**src/hw/rtl/khr_pkg.sv**
```systemverilog
// Package for the keyword hash recognizer: widths, scan phase and outcome codes,
// keyword register defaults. No dependencies.
`default_nettype none
package khr_pkg;
	localparam int NUM_KEYS          = 5;
	localparam int KEY_W             = 56;
	localparam int HASH_W            = 57;
	localparam int KIDX_W            = 3;
	localparam int MAX_TOKEN_LEN_DEF = 8;
	localparam logic [7:0] SPACE_CHAR = 8'h20;
	localparam logic [7:0] CHAR_BIAS  = 8'h80;

	typedef enum logic [3:0] {
		PH_LEAD  = 4'b0001,
		PH_WORD  = 4'b0010,
		PH_TRAIL = 4'b0100,
		PH_BAD   = 4'b1000
	} phase_t;

	typedef enum logic [1:0] {
		OUT_EMPTY   = 2'd0,
		OUT_FOUND   = 2'd1,
		OUT_INVALID = 2'd2
	} outcome_t;

	typedef struct packed {
		phase_t              phase;
		logic [HASH_W-1:0]   hash;
	} scan_t;

	function automatic logic [KEY_W-1:0] key_default(input logic [KIDX_W-1:0] idx);
		logic [KEY_W-1:0] v;
		unique case (idx)
			3'd0:    v = 56'd1031525449954;
			3'd1:    v = 56'd4045201410;
			3'd2:    v = 56'd66783903468228079;
			3'd3:    v = 56'd263038989868818;
			3'd4:    v = 56'd3813320734;
			default: v = '0;
		endcase
		return v;
	endfunction
endpackage
`default_nettype wire

```
**src/hw/rtl/khr_scan.sv**
```systemverilog
// Line scanner: phase tracking, word length and rolling hash update.
// Depends on khr_pkg.
`default_nettype none
module khr_scan #(
	parameter int MAX_TOKEN_LEN = khr_pkg::MAX_TOKEN_LEN_DEF
) (
	input  wire logic          clk,
	input  wire logic          arst_n,
	input  wire logic          take,
	input  wire logic [7:0]    char_byte,
	input  wire logic          end_of_line,
	output khr_pkg::scan_t     scan
);
	import khr_pkg::*;

	localparam int LEN_W = (MAX_TOKEN_LEN > 2) ? $clog2(MAX_TOKEN_LEN) : 1;
	localparam logic [LEN_W-1:0] LEN_LAST = LEN_W'(MAX_TOKEN_LEN - 1);

	phase_t            phase_q, phase_d;
	logic [HASH_W-1:0] hash_q, hash_d, hash_next;
	logic [LEN_W-1:0]  len_q, len_d;
	logic              is_space;

	assign is_space = (char_byte == SPACE_CHAR);
	// hash*255 + (byte ^ 0x80), modulo 2^HASH_W
	assign hash_next = {hash_q[HASH_W-9:0], 8'h00} - hash_q
		+ {{(HASH_W-8){1'b0}}, char_byte ^ CHAR_BIAS};

	always_comb begin
		phase_d = phase_q;
		hash_d  = hash_q;
		len_d   = len_q;
		if (end_of_line) begin
			phase_d = PH_LEAD;
			hash_d  = '0;
			len_d   = '0;
		end else begin
			unique case (phase_q)
				PH_LEAD, PH_WORD: begin
					if (phase_q == PH_WORD && is_space) begin
						phase_d = PH_TRAIL;
					end else if (!is_space) begin
						phase_d = PH_WORD;
						hash_d  = hash_next;
						if (len_q == LEN_LAST) begin
							phase_d = PH_BAD;
							len_d   = '0;
						end else begin
							len_d = len_q + 1'b1;
						end
					end
				end
				PH_TRAIL: begin
					if (!is_space) phase_d = PH_BAD;
				end
				PH_BAD: ;
				default: phase_d = PH_BAD;
			endcase
		end
	end

	always_ff @(posedge clk or negedge arst_n) begin
		if (!arst_n) begin
			phase_q <= PH_LEAD;
			hash_q  <= '0;
			len_q   <= '0;
		end else if (take) begin
			phase_q <= phase_d;
			hash_q  <= hash_d;
			len_q   <= len_d;
		end
	end

	assign scan = '{phase: phase_q, hash: hash_q};
endmodule
`default_nettype wire

```
**src/hw/rtl/keyword_hash_recognizer_top.sv**
```systemverilog
// Keyword hash recognizer top level: keyword registers, match logic, result register.
// Depends on khr_pkg and khr_scan.
//
// Usage:
//  - Input channel (in_valid/in_ready) carries one character per request in
//    char_byte; a request with end_of_line set closes the line.
//  - Only an end-of-line request yields a result on the output channel
//    (out_valid/out_ready): outcome (empty, found, invalid) and keyword_index.
//  - The result is registered: it is valid the cycle after the end-of-line request.
//  - Throughput: one request per cycle while in_ready is high; the hash update is a shift-subtract-add
//    and the five keyword compares run in parallel on the registered hash.
//  - A finished result sits in the output register while the next line's
//    characters are still taken; in_ready drops only while that register is
//    full and out_ready is low.
//  - Config channel (cfg_valid/cfg_ready/cfg_index/cfg_data) writes keyword hash
//    registers 0..4; other indexes are ignored. cfg_ready is always high.
//  - Reset (arst_n low) returns the scanner to the leading-space phase with a
//    zero hash, empties the output register and restores the default keywords.
`default_nettype none
module keyword_hash_recognizer_top #(
	parameter int MAX_TOKEN_LEN = khr_pkg::MAX_TOKEN_LEN_DEF
) (
	input  wire logic                        clk,
	input  wire logic                        arst_n,
	input  wire logic                        in_valid,
	output logic                             in_ready,
	input  wire logic [7:0]                  char_byte,
	input  wire logic                        end_of_line,
	output logic                             out_valid,
	input  wire logic                        out_ready,
	output logic [1:0]                       outcome,
	output logic [2:0]                       keyword_index,
	input  wire logic                        cfg_valid,
	output logic                             cfg_ready,
	input  wire logic [khr_pkg::KIDX_W-1:0]  cfg_index,
	input  wire logic [khr_pkg::KEY_W-1:0]   cfg_data
);
	import khr_pkg::*;

	logic [KEY_W-1:0]  key_q [NUM_KEYS];
	scan_t             scan_st;
	logic              acc;
	logic              out_valid_q;
	outcome_t          outcome_q, outcome_d;
	logic [KIDX_W-1:0] kidx_q, kidx_d;
	logic              hit;
	logic [KIDX_W-1:0] hit_idx;

	assign acc       = in_valid && in_ready;
	assign in_ready  = !out_valid_q || out_ready;
	assign cfg_ready = 1'b1;

	khr_scan #(.MAX_TOKEN_LEN(MAX_TOKEN_LEN)) u_scan (
		.clk         (clk),
		.arst_n      (arst_n),
		.take        (acc),
		.char_byte   (char_byte),
		.end_of_line (end_of_line),
		.scan        (scan_st)
	);

	always_ff @(posedge clk or negedge arst_n) begin
		if (!arst_n) begin
			for (int i = 0; i < NUM_KEYS; i++) key_q[i] <= key_default(KIDX_W'(i));
		end else if (cfg_valid && cfg_ready) begin
			for (int i = 0; i < NUM_KEYS; i++) begin
				if (cfg_index == KIDX_W'(i)) key_q[i] <= cfg_data;
			end
		end
	end

	// lowest matching index wins
	always_comb begin
		hit     = 1'b0;
		hit_idx = '0;
		for (int i = NUM_KEYS - 1; i >= 0; i--) begin
			if (scan_st.hash == {1'b0, key_q[i]}) begin
				hit     = 1'b1;
				hit_idx = KIDX_W'(i);
			end
		end
	end

	always_comb begin
		outcome_d = OUT_INVALID;
		kidx_d    = '0;
		priority if (scan_st.phase == PH_BAD) begin
			outcome_d = OUT_INVALID;
		end else if (scan_st.hash == '0) begin
			outcome_d = OUT_EMPTY;
		end else if (hit) begin
			outcome_d = OUT_FOUND;
			kidx_d    = hit_idx;
		end else begin
			outcome_d = OUT_INVALID;
		end
	end

	always_ff @(posedge clk or negedge arst_n) begin
		if (!arst_n) begin
			out_valid_q <= 1'b0;
		end else if (acc && end_of_line) begin
			out_valid_q <= 1'b1;
		end else if (out_ready) begin
			out_valid_q <= 1'b0;
		end
	end

	always_ff @(posedge clk) begin
		if (acc && end_of_line) begin
			outcome_q <= outcome_d;
			kidx_q    <= kidx_d;
		end
	end

	assign out_valid     = out_valid_q;
	assign outcome       = outcome_q;
	assign keyword_index = kidx_q;

	a_result_from_eol: assert property (@(posedge clk) disable iff (!arst_n)
		$rose(out_valid) |-> $past(in_valid && in_ready && end_of_line))
		else $error("result without end-of-line request");

	a_index_only_found: assert property (@(posedge clk) disable iff (!arst_n)
		out_valid && (outcome != OUT_FOUND) |-> keyword_index == '0)
		else $error("keyword index set on non-match");

	a_scan_cleared: assert property (@(posedge clk) disable iff (!arst_n)
		acc && end_of_line |=> scan_st.phase == PH_LEAD && scan_st.hash == '0)
		else $error("scanner not cleared after end of line");
endmodule
`default_nettype wire

```
**config.mk**
```make
export PLATFORM = sky130hd
export DESIGN_NAME = keyword_hash_recognizer_top
export DESIGN_NICKNAME = d
export VERILOG_FILES = /design/src/hw/rtl/khr_pkg.sv /design/src/hw/rtl/khr_scan.sv /design/src/hw/rtl/keyword_hash_recognizer_top.sv
export SDC_FILE = /design/constraint.sdc
export NUM_CORES = 1
export LEC_CHECK = 0
export ABC_AREA = 1
export ABC_CLOCK_PERIOD_IN_PS = 2140
export BUFFER_PORTS_ARGS = -buffer_cell sky130_fd_sc_hd__buf_2
export CORE_AREA = 2 2 254 256
export DETAILED_ROUTE_END_ITERATION = 7
export DIE_AREA = 0 0 256 258
export PLACE_DENSITY_LB_ADDON = 0.25
export SYNTH_ARGS = -nofsm -noshare
export SYNTH_HDL_FRONTEND = slang
export SYNTH_HIERARCHICAL = 1
export SYNTH_SLANG_ARGS = --single-unit
```
**constraint.sdc**
```tcl
create_clock -name clk -period 2.14 [get_ports clk]
set_input_delay 0.321 -clock clk [delete_from_list [all_inputs] [get_ports clk]]
set_output_delay 0.321 -clock clk [all_outputs]
set_load 0.005 [all_outputs]
```
# After elaboration in Yosys (flattened, before gate mapping)
# Index checks and enable logic that the tools add are counted.
[op_classes]
n_reduce_logical = 21
shift = 0
order_cmp = 0
n_addsub = 3
mul = 0
n_div = 0
eq_ne = 20
bitwise = 2
n_mux = 28
[op_table]
columns = ["op", "count"]
rows = [
  ["== test 57 x 56 -> 1 bit", 5],
  ["two-way mux 57 bit", 4],
  ["adder 57 x 8 -> 57 bit", 1],
  ["logical NOT 57 bit", 1],
  ["subtractor 57 bit", 1],
  ["two-way mux 4 bit", 5],
  ["two-way mux 3 bit", 6],
  ["case mux 4 bit (3 select lines)", 1],
  ["AND reduction 2 bit", 5],
  ["== test 8 x 6 -> 1 bit (second input constant)", 1],
  ["two-way mux 1 bit", 8],
  ["two-way mux 2 bit", 4],
  ["AND reduction 4 bit", 2],
  ["OR reduction 7 bit", 1],
  ["== test 3 x 2 -> 1 bit (second input constant)", 2],
  ["== test 3 bit (second input constant)", 2],
  ["inequality test 2 bit (second input constant)", 3],
  ["OR reduction 5 bit", 1],
  ["== test 4 x 1 -> 1 bit (second input constant)", 1],
  ["== test 4 x 2 -> 1 bit (second input constant)", 1],
  ["== test 4 x 3 -> 1 bit (second input constant)", 1],
  ["== test 4 bit (second input constant)", 1],
  ["inequality test 4 bit (second input constant)", 1],
  ["nonzero test 2 bit", 2],
  ["10 further kinds", 14],
]
[word_totals]
mem_bits_ro = 0
latch_bits = 0
word_cells = 88
output_inout_bits = 8
mem_bits_rw = 0
reg_bits = 350
memories = 0
inputBits = 73

# Depth between registers and ports, before layout
# Gate-level depths: netlist (run 1).
[logic_depth]
word_depth = 8
mapped_depth = 15
depth_no_buf = 15

# By module
# Netlist (run 1), hierarchy kept.
[modules_own_cells]
columns = ["module", "n_inst", "seq_area_each_um2", "area_per_inst_um2", "cells_each"]
rows = [
  ["keyword_hash_recognizer_top", 1, 7312.0, 15277.2, 2136],
  ["khr_scan", 1, 1602.8, 7866.3, 1476],
]

# Worst setup path before layout (run 1)
# No wires, ideal clock.
[synth_timing]
kind = "reg-to-reg"
start = "reg u_scan.hash_q[25]"
end = "reg u_scan.hash_q[43]"
path_buffers = 0
path_slack_ns = 0.149
arrival_time_ns = 1.873
setup_ns = 0.117
synth_period_minus_slack_ns = 1.991
required_ns = 2.023
path_stages_with_launch = 14
path_cell_list = "dfrtp_1 > inv_1 > ha_1 > nand2_1 > nor2_1 > inv_1 > nor3_1 > nand2_1 > nor2_1 > nand2_1 > nand3_1 > nand2_1 > nand3_1 > nand2_1"
[synth_via]
elab_chain_len = 6
[synth_lines]
columns = ["element", "line", "source"]
rows = [
  ["from (decl)", "khr_scan.sv:20", "logic [HASH_W-1:0] hash_q, hash_d, hash_next;"],
  ["from (signal assigned)", "khr_scan.sv:69", "hash_q <= hash_d;"],
  ["subtractor 57 bit", "khr_scan.sv:26", "assign hash_next = {hash_q[HASH_W-9:0], 8'h00} - hash_q"],
  ["adder 57 x 8 -> 57 bit", "khr_scan.sv:27", "+ {{(HASH_W-8){1'b0}}, char_byte ^ CHAR_BIAS};"],
  ["two-way mux 57 bit", "khr_scan.sv:42", "end else if (!is_space) begin"],
  ["two-way mux 57 bit", "khr_scan.sv:40", "if (phase_q == PH_WORD && is_space) begin"],
  ["two-way mux 57 bit", "khr_scan.sv:38", "unique case (phase_q)"],
  ["two-way mux 57 bit", "khr_scan.sv:33", "if (end_of_line) begin"],
]
# No other way between the ends. The select of a mux whose other input is x is not followed.
# A chain may end at the register's enable or synchronous reset.

# Worst setup path in the final report (run 1)
[layout_timing]
start = "reg u_scan.hash_q[19]"
end = "reg outcome_q[1] (netlist: outcome[1]) (data pin)"
[layout_via]
elab_chain_len = 8
word_cells_on_any_way = 13
cone_classes = "5 x eq/ne; 7 x mux; 1 x reduce/logical"
[layout_lines]
columns = ["element", "line", "source"]
rows = [
  ["== test 57 x 56 -> 1 bit", "keyword_hash_recognizer_top.sv:77", "if (scan_st.hash == {1'b0, key_q[i]}) begin"],
  ["two-way mux 1 bit (5 in a row)", "keyword_hash_recognizer_top.sv:77", ""],
  ["two-way mux 2 bit", "keyword_hash_recognizer_top.sv:91", "end else if (hit) begin"],
  ["two-way mux 2 bit (*)", "keyword_hash_recognizer_top.sv:89", "end else if (scan_st.hash == '0) begin"],
  ["to (signal assigned)", "keyword_hash_recognizer_top.sv:111", "outcome_q <= outcome_d;"],
  ["to (decl)", "keyword_hash_recognizer_top.sv:44", "outcome_t outcome_q, outcome_d;"],
]
# Every way passes the cells marked *; elsewhere a longest branch is shown, timed or not.

==> flow_summary.toml, run 1 <==
[run_status]
status = "finished with violations"
violations = "setup timing"

[clocking]
clockBufferDepth = 3
worst_skew_pair.late_latency_ps = 590
cts_buffers = 44
cts_num_sinks = 350
htreeDepth = 2
clk_pin_slew_ps = 60
root_buffer = "clkbuf_16"
cts_tree = "done"

[grt]
grt_usage = 0.2480
grt_util_met2 = 0.4000
use_met3 = 0.03995
first_global_vias = 22360
grt_pass1_wl_mm = 127.8
grt_overflow = 0
grt_antenna_before_repair = 1
met1_usage = 0.3384
grt_busiest_layer = "met2"
grt_max_degree = 113

[floorplan]
die_area_mm2 = 0.06605
die_h_um = 258
core-area_mm2 = 0.06365
dieWidth_um = 256
rows = 93
io_pins = 81
start_util = 0.3636

[cells_and_area]
n_fill_cell = 6400
regArea_mm2 = 0.008965
final_util = 0.4881
layoutNonFillerInstCount = 4884
multi_input_area_mm2 = 0.01360
drive_above_1_share = 0.2860
final_nets = 4125
syn2layout_area_growth_pct = 34.24

[routing]
wl_per_cell_um = 17.15
num_vias = 23610
vias_per_cell = 4.833
drtIter0Drc = 2172
ant_nets = 0
wirelength_mm = 83.76
drc = 0
firstDrtPassIters = 6

[logic_synthesis]
synth_area_leaders = "dfrtp_1, nand2_1, dfstp_2"
avgSynthCellArea_um2 = 6.407
synth_top_area_frac = 0.2595
yosysMostFrequentCell = "nand2_1"
ys_seq_area_frac = 0.3852
synth_area_mm2 = 0.02314
synth_largest_area_cell = "dfrtp_1"
ys_warn_count = 6
syn_nets = 3744
synth-edff-count = 5
synth_cell_types = 37
synthArstFlopShare = 0.9857
ys.flop_type = "dfrtp_1"
yosys_register_bits = 350
synthCells = 3612
synth_commonest_cells = "nand2_1, inv_1, o21ai_0"

[timing]
hold_ws_ps = 37.21
final.period_utilization = 1.010
period_needed_ps = 2161
tightest_slew_ps = 1273
fin_skew_ps = 19.68
setup_viol = 3
rsz0062_at_grt = "yes"
drv_slew = 0
finalHoldViolations = 0
slew_headroom = 0.1446
max_freq_mhz = 462.8
fin_ws_ps = -20.61

[power_and_ir_drop]
switching_power_mw = 24.38
power_frac_comb = 0.657
intPower_mw = 26.92
ir_worst_vdd_mv = 0.6836
pwr-share-clk = 0.145
p_leak_nw = 15.93
pwr-share-seq = 0.198
swShare = 0.4753
powerDensity_mw_per_mm2 = 1651

[setup_path]
cp_max_fo = 9
crit_buf_inv = 3
end_kind = "flip-flop"
crit_family = "simple AND/OR/NAND/NOR gates"
critPathSlowestCell = "dfrtp_2"
worstPathArrival_ps = 2500
crit_type = "reg -> reg"
cp-start-kind = "flip-flop"
cp_cell_sequence = "buf_6 -> inv_6 -> or2_0 -> nand4_1 -> nor2_2 -> nand2_1 -> nor2_2 -> buf_4 -> nand2_2 -> nor2_4 -> nor2_2 -> nand2_1 -> nand2_1"
max_stage_delay_ps = 450
required_ps = 2480

[worst_hold_path]
hold_path.class = "in -> reg"

[place]
place_inst = 4760
globalplace.congestion = 0.9775
port_buffers = 79
hpwlAfterDp_mm = 63.27

[flow_run]
cap_viol_max_count = 0
[cell usage in the layout, fill, tap and decap left out, drive strengths merged]
| cell type | n |
|---|---|
| nand2 | 1449 |
| inv | 652 |
| buf | 426 |
| o21ai | 351 |
| nor2 | 295 |
| dfrtp | 240 |
| nand3 | 133 |
| dfstp | 105 |
| clkbuf | 66 |
| xnor2 | 64 |
| ha | 58 |
| nand4 | 35 |
| a21oi | 35 |
| or2 | 31 |
| xor2 | 16 |
| o22ai | 15 |
| nor3 | 15 |
| clkinv | 11 |
| nor4 | 10 |
| nand3b | 6 |
| edfxtp | 5 |
| o211ai | 2 |
| clkinvlp | 2 |
| diode | 1 |
| o21bai | 1 |
| conb | 1 |
| bufinv | 1 |
| dlygate4sd3 | 1 |
| a21o | 1 |
| fa | 1 |
[per-layer routing]
metal,part of all wire,wire length (um),vias up
met5,0,0,-
met4,0.036,3039,0
met3,0.062,5167,160
met2,0.46,38140,714
met1,0.45,37410,11000
li1,-,-,11730
[state kept, by name, indices dropped and copies added, names as in the netlist]
signal,count
key_q,280
u_scan/hash_q,57
outcome,2
u_scan/phase_q,4
out_valid,1
u_scan/len_q,3
keyword_index,3
[worst register-to-register path, delay by kind of cell, from the launching register on]
kind                   cells  cell delay, ps
AND/OR/NAND/NOR           10            1100
flip-flops                 1             450
buffers and inverters      3             370
[power groups by stage]
stage	clock [mW]	combinational, mW	sequential, mW
2_1_floorplan	0	15.2	9.66
3_3_place_gp	0	25.8	10.1
3_5_place_dp	0	25.9	10.1
4_1_cts	7.56	27.8	10.1
5_1_grt	7.85	36.8	10.3
6_report	7.45	33.7	10.2
[metrics by stage]
step	setup TNS [ps]	setup WS [ps]	instance area (um2)	total power [mW]
floorplan	0	149.5	23140	24.87
global placement	-7364	-302.8	26870	35.87
detailed placement	-7993	-329.0	26870	36.03
CTS	-6.624	-6.410	29090	45.50
global route	-1331	-87.05	31070	54.93
finish	-45.51	-20.61	31070	51.31
[kinds of logic (layout without fill, tap and decap cells)]
group / count (synthesis) / in the layout / share of synthesized area
flops: 350 / 350 / 0.3852
xor+xnor: 80 / 80 / 0.03028
simple gates: 1974 / 1974 / 0.3394
buf+inv: 743 / 1159 / 0.1236
other cells: 1 / 2 / 0.0001620
compound gates: 405 / 405 / 0.08915
fa+ha+maj: 59 / 59 / 0.03222
[area by class of cell]
cell class,count,share of cell area
diodes,1,0.00008055
clock buffers,66,0.04205
clock inverters,15,0.003907
inverters,651,0.07934
multi-input cells,2519,0.4377
flip-flops and latches,350,0.2886
well taps,855,0.03443
repair buffers,427,0.1139
[repair_timing]
item                                    in CTS  in global routing
hold endpoints to repair                    31                  0
buffers inserted                             6                 36
pin swaps                                   23                164
hold buffers                                 1                  0
cloned                                       0                  0
endpoints found under the setup margin      52                 50
resized for setup                          184                458
[final timing paths]
| check | cells past startpoint | to | startpoint | slack (ps) |
|---|---|---|---|---|
| max in group asynchronous | 3 | key_q[148]$_DFFE_PN1P_ | arst_n | 1070 |
| setup / recovery | 13 | outcome[1]$_SDFFCE_PP1P_ | u_scan/hash_q[19]$_DFFE_PN0P_ | -20 |
| setup reg to reg | 13 | outcome[1]$_SDFFCE_PP1P_ | u_scan/hash_q[19]$_DFFE_PN0P_ | -20 |
| hold / removal | 3 | out_valid$_DFFE_PN0P_ | in_valid | 40 |
| min in group asynchronous | 2 | u_scan/hash_q[42]$_DFFE_PN0P_ | arst_n | 300 |
| hold reg to reg | 2 | u_scan/len_q[2]$_DFFE_PN0P_ | u_scan/len_q[2]$_DFFE_PN0P_ | 490 |
(Power assumes the default switching activity.)
==> run 2: changes to the inputs <==
--- a/config.mk
+++ b/config.mk
@@ -8,9 +8,11 @@
 export ABC_AREA = 1
 export ABC_CLOCK_PERIOD_IN_PS = 2140
 export BUFFER_PORTS_ARGS = -buffer_cell sky130_fd_sc_hd__buf_2
-export CORE_AREA = 2 2 254 256
+export CELL_PAD_IN_SITES_DETAIL_PLACEMENT = 0
+export CELL_PAD_IN_SITES_GLOBAL_PLACEMENT = 1
+export CORE_AREA = 2 2 241 243
 export DETAILED_ROUTE_END_ITERATION = 7
-export DIE_AREA = 0 0 256 258
+export DIE_AREA = 0 0 243 245
 export PLACE_DENSITY_LB_ADDON = 0.25
 export SYNTH_ARGS = -nofsm -noshare
 export SYNTH_HDL_FRONTEND = slang
==> run 2 against run 1 <==
- die area fell by 9.9%
- utilization rose by 4.3 points
- largest cell class unchanged
- the flow still finishes with violations (setup timing)
- first-iteration DRC count fell by 17%
- routed wire length fell by 2.7%
- sequential share of layout area rose by 0.71 points
- cell area fell by 2.4%
- critical path depth fell by 1
- maximum frequency fell by 3.2%
- flip-flop and latch count did not move
- via count fell by 2.7%
- total power fell by 4.7%
==> flow_summary.toml, run 2 (synthesis results as in run 1) <==
[timing]
final.period_utilization = 1.043
fin_skew_ps = 16.01
slew_headroom = 0.3851
drv_slew = 0
fin_setup_tns_ps = -137.3
setup_viol = 4
rsz0062_at_grt = "yes"
hold_ws_ps = 52.90
fin_ws_ps = -92.20
finalHoldViolations = 0
period_needed_ps = 2232
max_freq_mhz = 448.0
tightest_slew_ps = 915.3

[clocking]
cts_buffers = 41
htreeDepth = 2
clockBufferDepth = 3
root_buffer = "clkbuf_16"
cts_tree = "done"
cts_num_sinks = 350
worst_skew_pair.late_latency_ps = 570
clk_pin_slew_ps = 60

[floorplan]
die_h_um = 245
io_pins = 81
start_util = 0.4058
dieWidth_um = 243
rows = 88
core-area_mm2 = 0.05703
die_area_mm2 = 0.05954

[run_status]
status = "finished with violations"
violations = "setup timing"

[routing]
met1_length_mm = 38.16
topRoutingLayerUsed = "met4"
wl_met2_mm = 36.66
wirelength_mm = 81.49
firstDrtPassIters = 5
wl_per_cell_um = 17.05
drtIter0Drc = 1805
dr_wl_met3_mm = 4.109
drc = 0
ant_nets = 0
vias_per_cell = 4.803
num_vias = 22960

[grt]
grt_antenna_before_repair = 0
grt_max_degree = 113
grt_usage = 0.2728
grt_overflow = 0
grt_pass1_wl_mm = 124.7
first_global_vias = 21500

[worst_hold_path]
whs_path_depth = 4
whs_endpoint = "out_valid$_DFFE_PN0P_"
worstHoldStart = "out_ready"
hold_path.class = "in -> reg"

[setup_path]
cp-start-kind = "flip-flop"
r2r-end = "outcome[1]$_SDFFCE_PP1P_"
r2r_slack_ps = -90
end_kind = "flip-flop"
ff2ff_path_depth = 12
worstReg2RegStart = "u_scan/hash_q[27]$_DFFE_PN0P_"
cp_max_fo = 4
worstPathArrival_ps = 2550
required_ps = 2460
crit_type = "reg -> reg"

[power_and_ir_drop]
powerDensity_mw_per_mm2 = 1614
ir_worst_vdd_mv = 1.091
p_leak_nw = 15.71
finalPower_mw = 48.91

[cells_and_area]
final_common_cell = "nand2_1"
drive_above_1_share = 0.2588
regArea_mm2 = 0.008960
syn2layout_area_growth_pct = 30.95
reg.largest.list = "key_q x280, u_scan/hash_q x57, u_scan/phase_q x4"
mostFrequentLayoutCells = "nand2_1, inv_1, o21ai_0, buf_4, dfrtp_1"
n_fill_cell = 5849
final_nets = 4116
largest_register_ffs = 280
layoutNonFillerInstCount = 4780
max_flop_register = "key_q"
multi_input_area_mm2 = 0.01315
insertedDiodeCount = 0

[place]
globalplace.congestion = 0.9200
port_buffers = 79
hpwlAfterDp_mm = 62.71
place_inst = 4665
post-place-ws_ps = -371.6

[flow_run]
cap_viol_max_count = 0
[run 2: cell count changes in the layout (fill, tap and decap cells not counted), sizes merged]
cell | before | now
diode | 1 | 0
clkinvlp | 2 | 4
clkinv | 11 | 6
buf | 426 | 419
inv | 652 | 648
clkbuf | 66 | 67
[run 2: how the worst max path moves through the flow]
stage                                              from                             to  slack [ps]
after CTS                  u_scan/hash_q[8]$_DFFE_PN0P_  u_scan/hash_q[49]$_DFFE_PN0P_         -30
after floorplan           u_scan/hash_q[25]$_DFFE_PN0P_  u_scan/hash_q[43]$_DFFE_PN0P_         150
after detailed placement   u_scan/hash_q[8]$_DFFE_PN0P_  u_scan/hash_q[49]$_DFFE_PN0P_        -370
after global routing      u_scan/hash_q[27]$_DFFE_PN0P_       outcome[1]$_SDFFCE_PP1P_        -140
final                     u_scan/hash_q[27]$_DFFE_PN0P_       outcome[1]$_SDFFCE_PP1P_         -90
after global placement     u_scan/hash_q[8]$_DFFE_PN0P_  u_scan/hash_q[49]$_DFFE_PN0P_        -360
[run 2: area by class of cell]
cell class                      count  share of cell area
Sequential cell                   350              0.2956
Tap cell                          765             0.03158
Clock buffer                       67             0.04141
Multi-Input combinational cell   2519              0.4338
Clock inverter                      7            0.002560
Timing Repair Buffer              420              0.1133
Timing Repair inverter              1           0.0001651
Inverter                          651             0.08154
[run 2: critical path, cell delays in order (launching register included)]
cell and delay [ps]:
dfrtp_1 450, buf_4 200, buf_4 160, nand2_1 60
nand4_1 210, nor2_1 200, nand3_1 150, nor2_2 160
nand2_2 110, nand2_2 110, nor2_2 50, nand2_1 60
nand2_1 50
[run 2: per-stage QoR]
stage,util,area (um2)
2_1_floorplan,-,23140
3_3_place_gp,0.4689,26740
3_5_place_dp,0.4689,26740
4_1_cts,0.5032,28700
5_1_grt,0.5314,30310
6_report,0.5314,30310
[run 2: repair_timing]
item / 4_1_cts / 5_1_grt
pin swaps: 12 / 98
buffers inserted: 12 / 27
setup endpoints to repair: 46 / 51
hold buffers: 1 / 0
hold endpoints to repair: 47 / 0
cloned: 0 / 1
gates resized for setup: 122 / 361
[run 2: per-layer routing]
metal | up-vias | global-route usage
met5 | - | 0
met4 | 0 | 0.08354
met3 | 127 | 0.03269
met2 | 552 | 0.4363
met1 | 10610 | 0.3865
li1 | 11680 | -
[run 2: power breakdown]
group	switching (mW)	internal (mW)	total, mW	leakage, nW
clock network	2.96	4.12	7.08	0.650
registers	1.68	8.46	10.1	4.14
logic	18.3	13.4	31.7	10.9
